File: src/rtl/clt_pkg.sv
`timescale 1ns / 1ps

package clt_pkg;

  // Line and argument limits
  localparam int LINE_LENGTH = 128;
  localparam int WORD_LIMIT  = 8;

  localparam int WCW = $clog2(WORD_LIMIT + 1);

  // Most results one input byte can cause
  localparam int MAX_RES = 3;

  // Result queue depth
  localparam int QDEPTH = 4;
  localparam int QAW    = $clog2(QDEPTH);

  localparam logic [7:0] ESCAPE_RESET = 8'd92;
  localparam logic [7:0] CH_NUL   = 8'd0;
  localparam logic [7:0] CH_LF    = 8'd10;
  localparam logic [7:0] CH_CR    = 8'd13;
  localparam logic [7:0] CH_SPACE = 8'd32;
  localparam logic [7:0] CH_QUOTE = 8'd34;

  typedef enum logic [1:0] {
    KIND_BYTE   = 2'd0,
    KIND_NUL    = 2'd1,
    KIND_STATUS = 2'd2
  } kind_t;

  typedef enum logic [2:0] {
    ST_OK         = 3'd0,
    ST_EMPTY      = 3'd1,
    ST_TOO_MANY   = 3'd2,
    ST_TRAIL_ESC  = 3'd3,
    ST_OPEN_QUOTE = 3'd4
  } status_t;

  typedef struct packed {
    kind_t      kind;
    logic [7:0] data;
    logic [6:0] position;
    logic       starts_word;
    logic [2:0] word_index;
    status_t    line_status;
    logic [3:0] word_total;
    logic       last;
  } res_t;

  // Results of one input transaction, handed to the queue
  typedef struct packed {
    logic [1:0]             count;
    res_t [MAX_RES-1:0]     res;
  } push_t;

endpackage

File: src/rtl/clt_core.sv
`timescale 1ns / 1ps

module clt_core (
  input  logic           clk,
  input  logic           rst,
  input  logic           accept,
  input  logic [7:0]     in_byte,
  input  logic [7:0]     escape_code,
  output clt_pkg::push_t push
);
  import clt_pkg::*;

  typedef struct packed {
    logic           escape_pending;
    logic           inside_word;
    logic           inside_quote;
    logic [WCW-1:0] word_count;
    logic [7:0]     write_position;
    logic [7:0]     bytes_consumed;
    logic           start_mark_pending;
    logic           discarding;
  } state_t;

  state_t st;
  state_t st_next;

  logic   term;
  logic   do_open;
  logic   do_put;
  kind_t  put_kind;
  logic   abort;
  logic [1:0] n;
  res_t [MAX_RES-1:0] res;

  function automatic res_t item_res(kind_t kind, logic [7:0] b, state_t s);
    res_t r;
    r             = '0;
    r.kind        = kind;
    r.data        = (kind == KIND_BYTE) ? b : 8'd0;
    r.position    = s.write_position[6:0];
    r.starts_word = s.start_mark_pending;
    r.word_index  = (s.word_count != '0) ? 3'(s.word_count - 1'b1) : 3'd0;
    return r;
  endfunction

  function automatic res_t status_res(status_t code, logic [WCW-1:0] wc);
    res_t r;
    r             = '0;
    r.kind        = KIND_STATUS;
    r.line_status = code;
    r.word_total  = 4'(wc);
    r.last        = 1'b1;
    return r;
  endfunction

  function automatic state_t cleared(state_t s);
    state_t c;
    c            = '0;
    c.discarding = s.discarding;
    return c;
  endfunction

  // Classify the byte against the current line state
  always_comb begin
    term     = (in_byte == CH_NUL) || (in_byte == CH_LF) || (in_byte == CH_CR);
    do_open  = 1'b0;
    do_put   = 1'b0;
    put_kind = KIND_BYTE;
    if (st.escape_pending) begin
      do_open = 1'b1;
      do_put  = 1'b1;
    end else if (in_byte == escape_code) begin
      do_open = 1'b1;
    end else if (in_byte == CH_SPACE) begin
      if (st.inside_quote) begin
        do_open = 1'b1;
        do_put  = 1'b1;
      end else if (st.inside_word) begin
        do_put   = 1'b1;
        put_kind = KIND_NUL;
      end
    end else begin
      do_open = 1'b1;
      do_put  = (in_byte != CH_QUOTE);
    end
  end

  // Work out the next state and up to three results
  always_comb begin
    st_next = st;
    n       = 2'd0;
    res     = '0;
    abort   = 1'b0;
    if (st.discarding) begin
      if (term) begin
        st_next.discarding = 1'b0;
      end
    end else begin
      if (!term) begin
        st_next.bytes_consumed = st.bytes_consumed + 8'd1;
        // Open an argument, or give up on the line at the limit
        if (do_open && !st.inside_word) begin
          if (st.word_count >= WCW'(WORD_LIMIT)) begin
            res[n] = status_res(ST_TOO_MANY, st.word_count);
            n      = n + 2'd1;
            st_next            = cleared(st_next);
            st_next.discarding = 1'b1;
            abort              = 1'b1;
          end else begin
            st_next.word_count         = st.word_count + 1'b1;
            st_next.inside_word        = 1'b1;
            st_next.start_mark_pending = 1'b1;
          end
        end
        if (!abort) begin
          if (do_put) begin
            res[n] = item_res(put_kind, in_byte, st_next);
            n      = n + 2'd1;
            st_next.start_mark_pending = 1'b0;
            st_next.write_position     = st_next.write_position + 8'd1;
          end
          if (st.escape_pending) begin
            st_next.escape_pending = 1'b0;
          end else if (in_byte == escape_code) begin
            st_next.escape_pending = 1'b1;
          end else if (in_byte == CH_SPACE) begin
            if (!st.inside_quote) begin
              st_next.inside_word = 1'b0;
            end
          end else if (in_byte == CH_QUOTE) begin
            st_next.inside_quote = !st.inside_quote;
          end
        end
      end
      // Close the line on a terminator or at the length limit
      if (term || (!abort && (st_next.bytes_consumed >= 8'(LINE_LENGTH)))) begin
        if (st_next.escape_pending) begin
          res[n] = status_res(ST_TRAIL_ESC, st_next.word_count);
          n      = n + 2'd1;
        end else begin
          if (st_next.inside_word) begin
            res[n] = item_res(KIND_NUL, 8'd0, st_next);
            n      = n + 2'd1;
          end
          if (st_next.inside_quote) begin
            res[n] = status_res(ST_OPEN_QUOTE, st_next.word_count);
          end else if (st_next.word_count == '0) begin
            res[n] = status_res(ST_EMPTY, st_next.word_count);
          end else begin
            res[n] = status_res(ST_OK, st_next.word_count);
          end
          n = n + 2'd1;
        end
        st_next = cleared(st_next);
        if (!term) begin
          st_next.discarding = 1'b1;
        end
      end
    end
  end

  // Hand the results to the queue
  always_comb begin
    push.count = accept ? n : 2'd0;
    push.res   = res;
  end

  // Advance the line state on each accepted transaction
  always_ff @(posedge clk) begin
    if (rst) begin
      st <= '0;
    end else if (accept) begin
      st <= st_next;
    end
  end

endmodule

File: src/rtl/clt_queue.sv
`timescale 1ns / 1ps

module clt_queue (
  input  logic           clk,
  input  logic           rst,
  input  clt_pkg::push_t push,
  input  logic           pop,
  output logic           not_empty,
  output logic           has_room,
  output clt_pkg::res_t  head
);
  import clt_pkg::*;

  res_t           mem [QDEPTH];
  logic [QAW-1:0] wr_ptr;
  logic [QAW-1:0] rd_ptr;
  logic [QAW:0]   count;

  assign not_empty = (count != '0);
  assign has_room  = (count <= (QAW+1)'(QDEPTH - MAX_RES));
  assign head      = mem[rd_ptr];

  // Write up to three results at consecutive slots
  always_ff @(posedge clk) begin
    for (int k = 0; k < MAX_RES; k++) begin
      if (k < int'(push.count)) begin
        mem[wr_ptr + QAW'(k)] <= push.res[k];
      end
    end
  end

  // Track pointers and fill level
  always_ff @(posedge clk) begin
    if (rst) begin
      wr_ptr <= '0;
      rd_ptr <= '0;
      count  <= '0;
    end else begin
      wr_ptr <= wr_ptr + QAW'(push.count);
      rd_ptr <= rd_ptr + QAW'(pop);
      count  <= count + (QAW+1)'(push.count) - (QAW+1)'(pop);
    end
  end

endmodule

File: src/rtl/command_line_tokenizer.sv
`timescale 1ns / 1ps

// Command-line tokenizer: takes one line byte per transaction and returns the
// compacted argument bytes, word-end NULs and one line status per line. Results
// leave a four-entry result queue at one per cycle while out_stall is low. The
// input is taken while that queue holds at most one result, so a stream of plain
// bytes runs at one byte per cycle while the output does not stall; a byte that
// ends a line can cause up to three results, and the input then stalls while the
// queue drains. escape_code changes take effect from the next byte.
module command_line_tokenizer (
  input  logic       clk,
  input  logic       rst,
  input  logic       cfg_write,
  input  logic [7:0] cfg_data,
  input  logic       in_valid,
  output logic       in_stall,
  input  logic [7:0] in_byte,
  output logic       out_valid,
  input  logic       out_stall,
  output logic [1:0] out_kind,
  output logic [7:0] out_byte,
  output logic [6:0] out_position,
  output logic       starts_word,
  output logic [2:0] word_index,
  output logic [2:0] line_status,
  output logic [3:0] word_total,
  output logic       last
);
  import clt_pkg::*;

  logic [7:0] escape_code;
  logic       accept;
  logic       pop;
  logic       has_room;
  push_t      push;
  res_t       head;

  // Hold the escape register
  always_ff @(posedge clk) begin
    if (rst) begin
      escape_code <= ESCAPE_RESET;
    end else if (cfg_write) begin
      escape_code <= cfg_data;
    end
  end

  assign in_stall = !has_room;
  assign accept   = in_valid && has_room;
  assign pop      = out_valid && !out_stall;

  clt_core u_core (
    .clk         (clk),
    .rst         (rst),
    .accept      (accept),
    .in_byte     (in_byte),
    .escape_code (escape_code),
    .push        (push)
  );

  clt_queue u_queue (
    .clk       (clk),
    .rst       (rst),
    .push      (push),
    .pop       (pop),
    .not_empty (out_valid),
    .has_room  (has_room),
    .head      (head)
  );

  // Drive the result transaction fields
  assign out_kind     = head.kind;
  assign out_byte     = head.data;
  assign out_position = head.position;
  assign starts_word  = head.starts_word;
  assign word_index   = head.word_index;
  assign line_status  = head.line_status;
  assign word_total   = head.word_total;
  assign last         = head.last;

endmodule

File: config.mk
export PLATFORM = sky130hd
export DESIGN_NAME = command_line_tokenizer
export DESIGN_NICKNAME = d
export VERILOG_FILES = /design/src/rtl/clt_pkg.sv /design/src/rtl/clt_core.sv /design/src/rtl/clt_queue.sv /design/src/rtl/command_line_tokenizer.sv
export SDC_FILE = /design/constraint.sdc
export NUM_CORES = 1
export LEC_CHECK = 0
export BUFFER_PORTS_ARGS = -buffer_cell sky130_fd_sc_hd__buf_2
export CORE_UTILIZATION = 56
export CTS_CLUSTER_DIAMETER = 40
export DETAILED_ROUTE_END_ITERATION = 7
export PLACE_DENSITY = 0.77
export SLEW_MARGIN = 20
export SYNTH_ARGS = -nofsm -noshare
export SYNTH_HDL_FRONTEND = slang
export SYNTH_SLANG_ARGS = --single-unit
export TNS_END_PERCENT = 5
File: constraint.sdc
create_clock -name clk -period 5.5 [get_ports clk]
set_input_delay 0 -clock clk [delete_from_list [all_inputs] [get_ports clk]]
set_output_delay 0 -clock clk [all_outputs]
set_load 0.02 [all_outputs]
==> results of run 1 <==
-- registers in the layout (all words and copies together) (netlist names) --
signal          cells
escape_code         8
u_core.st          24
u_queue.count       3
u_queue.mem       112
u_queue.rd_ptr      2
u_queue.wr_ptr      2
-- tightest hold or removal path: cells and delay by family --
kind / cells / cell delay [ns]
mux: 1 / 0.14
buf+inv: 1 / 0.18
simple gates: 1 / 0.08
-- final timing paths --
check	to
hold / removal	escape_code[1]$_SDFFE_PP0P_
hold reg to reg	u_core.st[9]$_SDFFE_PP0P_
setup / recovery	u_queue.mem[1][21]$_SDFFCE_PP0P_
setup reg to reg	u_queue.mem[1][21]$_SDFFCE_PP0P_
-- metal layers --
layer  global-route usage, %  wire length, um
met5                       0                0
met1                    40.9             9330
met3                    6.50             2210
met2                    48.8            11000
met4                    14.8              749
-- kinds of logic (layout without fill, tap and decap cells) --
| group | count (synthesis) | count (layout) | synth area share, % |
|---|---|---|---|
| AO/OA/AOI/OAI | 214 | 214 | 16.7 |
| XOR/XNOR | 23 | 23 | 2.44 |
| adder cells (fa/ha/maj) | 19 | 19 | 2.86 |
| buffers and inverters | 64 | 135 | 3.20 |
| flip-flops | 151 | 151 | 48.4 |
| multiplexers | 44 | 44 | 9.37 |
| other | 2 | 3 | 0.0877 |
| AND/OR/NAND/NOR | 278 | 278 | 16.9 |
-- through the flow --
step / total power [mW] / utilization (%) / hold WS (ns)
floorplan: 2.33 / - / 0.109
global placement: 2.64 / 60.8 / 0.210
detailed placement: 2.68 / 60.8 / 0.211
CTS: 3.83 / 66.1 / 0.00651
global route: 4.01 / 66.1 / 0.0341
finish: 3.83 / 66.1 / 0.0115
-- layout make-up --
class	count	area, um^2	area share, %
clock buffer	17	425	4.36
clock inverter	14	149	1.53
inverter	19	71.3	0.732
multi-input combinational	581	4170	42.7
sequential	151	4150	42.5
tap	184	230	2.36
timing repair buffer	85	561	5.75
-- synth_stat cells, types with 10 or more instances --
master,n,share of area [%]
or3_1,10,0.73
and2_1,38,2.8
clkbuf_1,25,1.1
buf_2,12,0.70
mux2i_1,10,1.2
o21ai_0,28,1.6
nand3_1,25,1.5
nand2_1,68,3.0
ha_1,18,2.6
xnor2_1,11,1.1
inv_1,18,0.79
xor2_1,11,1.1
o22ai_1,58,4.2
dfxtp_1,39,9.1
mux4_2,28,7.4
edfxtp_1,112,39
nor2b_1,12,0.88
nor2_1,65,2.8
nor3_1,12,0.70
a21oi_1,50,2.9
-- cell usage in the layout, fill, tap and decap left out, types with 5 or more instances in the layout --
| cell | instances |
|---|---|
| edfxtp_1 | 112 |
| nor2_1 | 65 |
| mux2_2 | 5 |
| mux4_2 | 28 |
| nand3_1 | 25 |
| a21oi_1 | 50 |
| o22ai_1 | 58 |
| o31ai_1 | 5 |
| a22oi_1 | 9 |
| clkbuf_16 | 17 |
| buf_2 | 51 |
| mux2i_1 | 10 |
| buf_4 | 14 |
| and3_1 | 9 |
| xnor2_1 | 11 |
| nor3_1 | 12 |
| a31oi_1 | 6 |
| ha_1 | 18 |
| dfxtp_1 | 37 |
| xor2_1 | 11 |
| o21ai_0 | 27 |
| o221ai_1 | 6 |
| nand2b_1 | 7 |
| nand4_1 | 6 |
| and2_1 | 38 |
| nor2b_1 | 12 |
| inv_1 | 18 |
| dlygate4sd3_1 | 20 |
| nand2_1 | 68 |
| or3_1 | 10 |
-- where the power goes --
group	internal (mW)	total [mW]	switching, mW
clock network	0.668	1.15	0.481
logic	0.480	1.19	0.712
registers	1.40	1.49	0.0946
-- what timing repair did --
action                    in CTS  in global routing
gates resized for setup        0                  0
buffers inserted               0                  0
hold buffers                  20                  0
hold endpoints to repair      25                  0
==> results.cfg, run 1 <==
[finish]
drive_gt1_share_pct = 19.0
area_growth_pct = 13.8
stdcell_count = 1051
antenna_cells = 0
n_fill_cell = 1151
fin_nets = 895
final_area_mm2 = 0.00975

[grt]
antenna_found_initial = 0
grt_pass1_wl_um = 37200
grt_pass1_vias = 6865
grt.overflow.total = 0
track_usage_pct = 30.9
grt_max_degree = 40

[sta]
fin_crit_sh_pct = 89.1
worst_slew_pin_slew_ns = 1.11
rsz0062_at_grt = no
tns_ns = 0
skew_ns = 0.0103
slew_violations = 0
setup_viol_count_final = 0
hold_viol_final = 0
period_needed_ns = 4.90
maxSlewHeadroom_pct = 25.9
setup_ws_ns = 0.599
clock.fmax_ghz = 0.204

[drt]
drt_pass1_iterations = 8
post_drt_via_cell_ratio = 6.75
drc_errors = 3
wire_per_inst_um = 22.1
dr.first_iter.drc_count = 1024
routed_wl_um = 23200
num_vias = 7098
final_antenna_net_count = 0

[floorplan]
fp.coreArea_mm2 = 0.0148
dieHeight_um = 126
rows = 44
start_util_pct = 58.0
pin_count = 52
die_w_um = 126
dieArea_mm2 = 0.0158

[setup_path]
crit_fanout = 18
worst-path-stages = 16
crit_family = simple AND/OR/NAND/NOR gates
rrSetupSlack_ns = 0.60
startpoint = in_byte[0]
crit_arrival_ns = 5.08
crit_chain = dlygate4sd3_1 > buf_2 > nand4b_1 > a2bb2oi_1 > a21oi_1 > nor2b_1 > nor2_4 > ha_1 > nand2b_1 > ha_1 > inv_1 > mux2_4 > or3_1 > o21ai_4 > nor2_1 > and2_1
cp.required_ns = 5.68
cpPeakStageDelay_ns = 0.64
slowest_stage = nor2b_1
r2r-start = u_core.st[23]$_SDFFE_PP0P_
cpMostUsedCell = ha_1
critical_path_buf_inv_count = 3
worstSetupEndpointType = flip-flop
reg2regPathDepth = 14
criticalPathCategory = input pin to flip-flop
worst_setup_path_start_kind = input pin

[logic_synthesis]
ys_async_sr_fraction_pct = 0
seq_area_frac_synth_pct = 48.4
yosys_warnings = 0
ys_ff_latch = 151
syn_area_per_cell_um2 = 10.8
synth_cell_types = 78
synth_cells = 795
synth_edf_count = 112
synthFlopType = edfxtp_1
synth_area_mm2 = 0.00856

[outcome]
violations = DRC
status = finished, violations left

[pwr]
vdd_drop_max_mv = 0.340
p_per_area_mw_per_mm2 = 393
p_leak_nw = 3.43

[min_path]
hold_depth = 3
hold_path_startpoint = cfg_write
min_path_type = input pin to flip-flop

[clocking]
clk_path_buf_depth = 2
cts_tree = built
cts_buffers = 17
clock_sinks = 151
clk_pin_slew_ns = 0.06
clkLatencyLatePin_ns = 0.43
htree_num_levels = 4
cts_root_buffer = clkbuf_16

[placed_design]
io_buffers = 51
placed_cells = 1000
place_congestion = 1.00
dp.final_hpwl_um = 15600
dp_slack_ns = 0.734
dpl_cell_area_mm2 = 0.00897

[run]
drv_cap = 0
Power figures use the tool's default switching activity.
==> inputs of run 2 (changes only) <==
--- a/config.mk
+++ b/config.mk
@@ -6,12 +6,13 @@
 export NUM_CORES = 1
 export LEC_CHECK = 0
 export BUFFER_PORTS_ARGS = -buffer_cell sky130_fd_sc_hd__buf_2
-export CORE_UTILIZATION = 56
+export CORE_UTILIZATION = 57
 export CTS_CLUSTER_DIAMETER = 40
 export DETAILED_ROUTE_END_ITERATION = 7
-export PLACE_DENSITY = 0.77
+export PLACE_DENSITY = 0.78
 export SLEW_MARGIN = 20
 export SYNTH_ARGS = -nofsm -noshare
 export SYNTH_HDL_FRONTEND = slang
+export SYNTH_HIERARCHICAL = 1
 export SYNTH_SLANG_ARGS = --single-unit
 export TNS_END_PERCENT = 5
==> run 2 against run 1 <==
The run now ends clean; clock skew about the same; non-clock buffer count decreased by 1; first-iteration DRC count increased by 20%; utilization decreased by 3.1 points; worst setup slack improved by 0.39 ns; sequential cell count increased by 4; worst hold slack got worse by 0.0080 ns; sequential share of layout area decreased by 4.9 points; routed wire length increased by 24%; global-route usage increased by 0.46 points.
==> results.cfg, run 2 <==
[clocking]
clk_pin_slew_ns = 0.06
cts_hold_buf = 9
clk_path_buf_depth = 2
clock_sinks = 155
cts_tree = built
cts_root_buffer = clkbuf_16
cts_resized = 0
cts_buffers = 17
cts_setup_buffers = 0
htree_num_levels = 4
clkLatencyLatePin_ns = 0.43

[setup_path]
crit_family = simple AND/OR/NAND/NOR gates
cp.required_ns = 5.63
cpPeakStageDelay_ns = 0.73
criticalPathCategory = flip-flop to flip-flop
worst_setup_path_start_kind = flip-flop
critical_path_buf_inv_count = 2
crit_chain = nor2b_1 > and4_1 > o21ai_1 > a22oi_2 > inv_1 > nor2_1 > or2_2 > ha_1 > mux2i_1 > nor3_2 > buf_4 > nand4b_4 > nor2_1 > a31oi_1
slowest_stage = nand4b_4
crit_arrival_ns = 4.65
worstSetupEndpointType = flip-flop
crit_fanout = 58
cpMostUsedCell = nor2_1

[pwr]
vdd_drop_max_mv = 0.247
p_total_mw = 3.91
p_leak_nw = 4.31
p_per_area_mw_per_mm2 = 345

[finish]
largest_reg_flops = 116
antenna_cells = 0
layout_common_cells = nand2_1 (257), nor2_1 (190), a31oi_1 (121)
top_register = u_queue/mem
final_area_mm2 = 0.0113
reg_top3 = u_queue/mem x116, u_core/st x24, escape_code x8
fin_nets = 1233
stdcell_count = 1432
fin_util_pct = 62.9
final_common_cell = nand2_1
drive_gt1_share_pct = 15.0
area_growth_pct = 7.88

[logic_synthesis]
yosysMostFrequentCell = nand2_1
seq_area_frac_synth_pct = 40.6
ys_ff_latch = 155
synth_cell_types = 95
synth_edf_count = 116
synth.top_cell.area_share_pct = 33.1
synth_area_leaders = edfxtp_1 (33%), nand2_1 (9.2%), dfxtp_1 (7.4%)
synth_top_area_cell = edfxtp_1
synth_cells = 1177
yosys_warnings = 6
syn_area_per_cell_um2 = 8.93
ys_async_sr_fraction_pct = 0
synth_area_mm2 = 0.0105
synthFlopType = edfxtp_1
netlist_top_cells_count = nand2_1 (257), nor2_1 (190), a31oi_1 (121)

[floorplan]
start_util_pct = 58.3
rows = 49
dieArea_mm2 = 0.0190
dieHeight_um = 138
die_w_um = 138
pin_count = 52
fp.coreArea_mm2 = 0.0180

[grt]
grt_pass1_vias = 8340
antenna_found_initial = 0
track_usage_pct = 31.4
grt.overflow.total = 0
grt_max_degree = 59
grt_pass1_wl_um = 44400

[sta]
tns_ns = 0
rsz0062_at_grt = no
fin_crit_sh_pct = 82.1
setup_ws_ns = 0.984
setup_viol_count_final = 0
clock.fmax_ghz = 0.221
period_needed_ns = 4.52
hold_viol_final = 0
maxSlewHeadroom_pct = 34.1
slew_violations = 0
worst_slew_pin_slew_ns = 0.988
timing.hold.ws_ns = 0.00354
skew_ns = 0.00985

[drt]
dr.first_iter.drc_count = 1227
post_drt_via_cell_ratio = 6.42
final_antenna_net_count = 0
wire_per_inst_um = 20.2
drt_pass1_iterations = 6
num_vias = 9198
drc_errors = 0
routed_wl_um = 28900

[placed_design]
placed_cells = 1394
place_congestion = 0.979
dp.final_hpwl_um = 18200
dp_slack_ns = 1.15
io_buffers = 51
dpl_cell_area_mm2 = 0.0107

[run]
drv_cap = 0

[outcome]
status = completed

[min_path]
min_path_type = input pin to flip-flop
-- run 2: cell count changes in the layout (fill, tap and decap cells not counted), sizes merged, moves of 16 or more --
cell	change
and2	-20
a31oi	+116
conb	+16
o22ai	-57
nor2	+119
nand2	+190
a21oi	-21
-- run 2: worst min-delay path: cells and delay by family --
family          cells  cell delay [ns]
compound gates      1             0.09
buf+inv             1             0.19
simple gates        1             0.13
-- run 2: cell families (layout without fill, tap and decap cells) --
group | count (synthesis) | count (layout) | synth area share, %
DFF | 155 | 155 | 40.6
other | 2 | 19 | 0.0714
and+or+nand+nor | 580 | 580 | 25.3
xor gates and xnor gates | 18 | 18 | 1.50
adders and majority gates | 19 | 19 | 2.33
AOI/OAI and AO/OA | 237 | 237 | 15.6
buffers and inverters | 123 | 132 | 6.94
muxes | 43 | 43 | 7.65
-- run 2: worst paths after layout --
check,from,depth (start not counted),to,slack [ns]
setup reg to reg,u_core/st[24]$_SDFFE_PP0P_,14,u_queue/mem[3][15]$_DFFE_PP_,0.98
hold reg to reg,u_core/st[4]$_SDFFE_PP0P_,2,u_core/st[4]$_SDFFE_PP0P_,0.49
setup / recovery,u_core/st[24]$_SDFFE_PP0P_,14,u_queue/mem[3][15]$_DFFE_PP_,0.98
hold / removal,cfg_write,3,escape_code[6]$_SDFFE_PP1P_,0.004
-- run 2: report_power, final --
group / internal [mW] / switching, mW / total (mW)
sequential: 1.43 / 0.0787 / 1.51
combinational: 0.494 / 0.752 / 1.25
clock: 0.701 / 0.452 / 1.15
total: 2.63 / 1.28 / 3.91
-- run 2: area by class of cell --
class | instances | area, um^2
inverter | 19 | 71.3
timing repair buffer | 84 | 526
sequential | 155 | 4270
fill | 1496 | 6680
clock inverter | 9 | 125
tap | 229 | 287
multi-input combinational | 916 | 5630
clock buffer | 20 | 437
-- run 2: routing by layer --
layer / global-route usage, % / share of wire, %
met1: 41.1 / 40
met2: 47.3 / 44
met3: 6.66 / 10
met4: 19.5 / 5.7
met5: 0 / 0
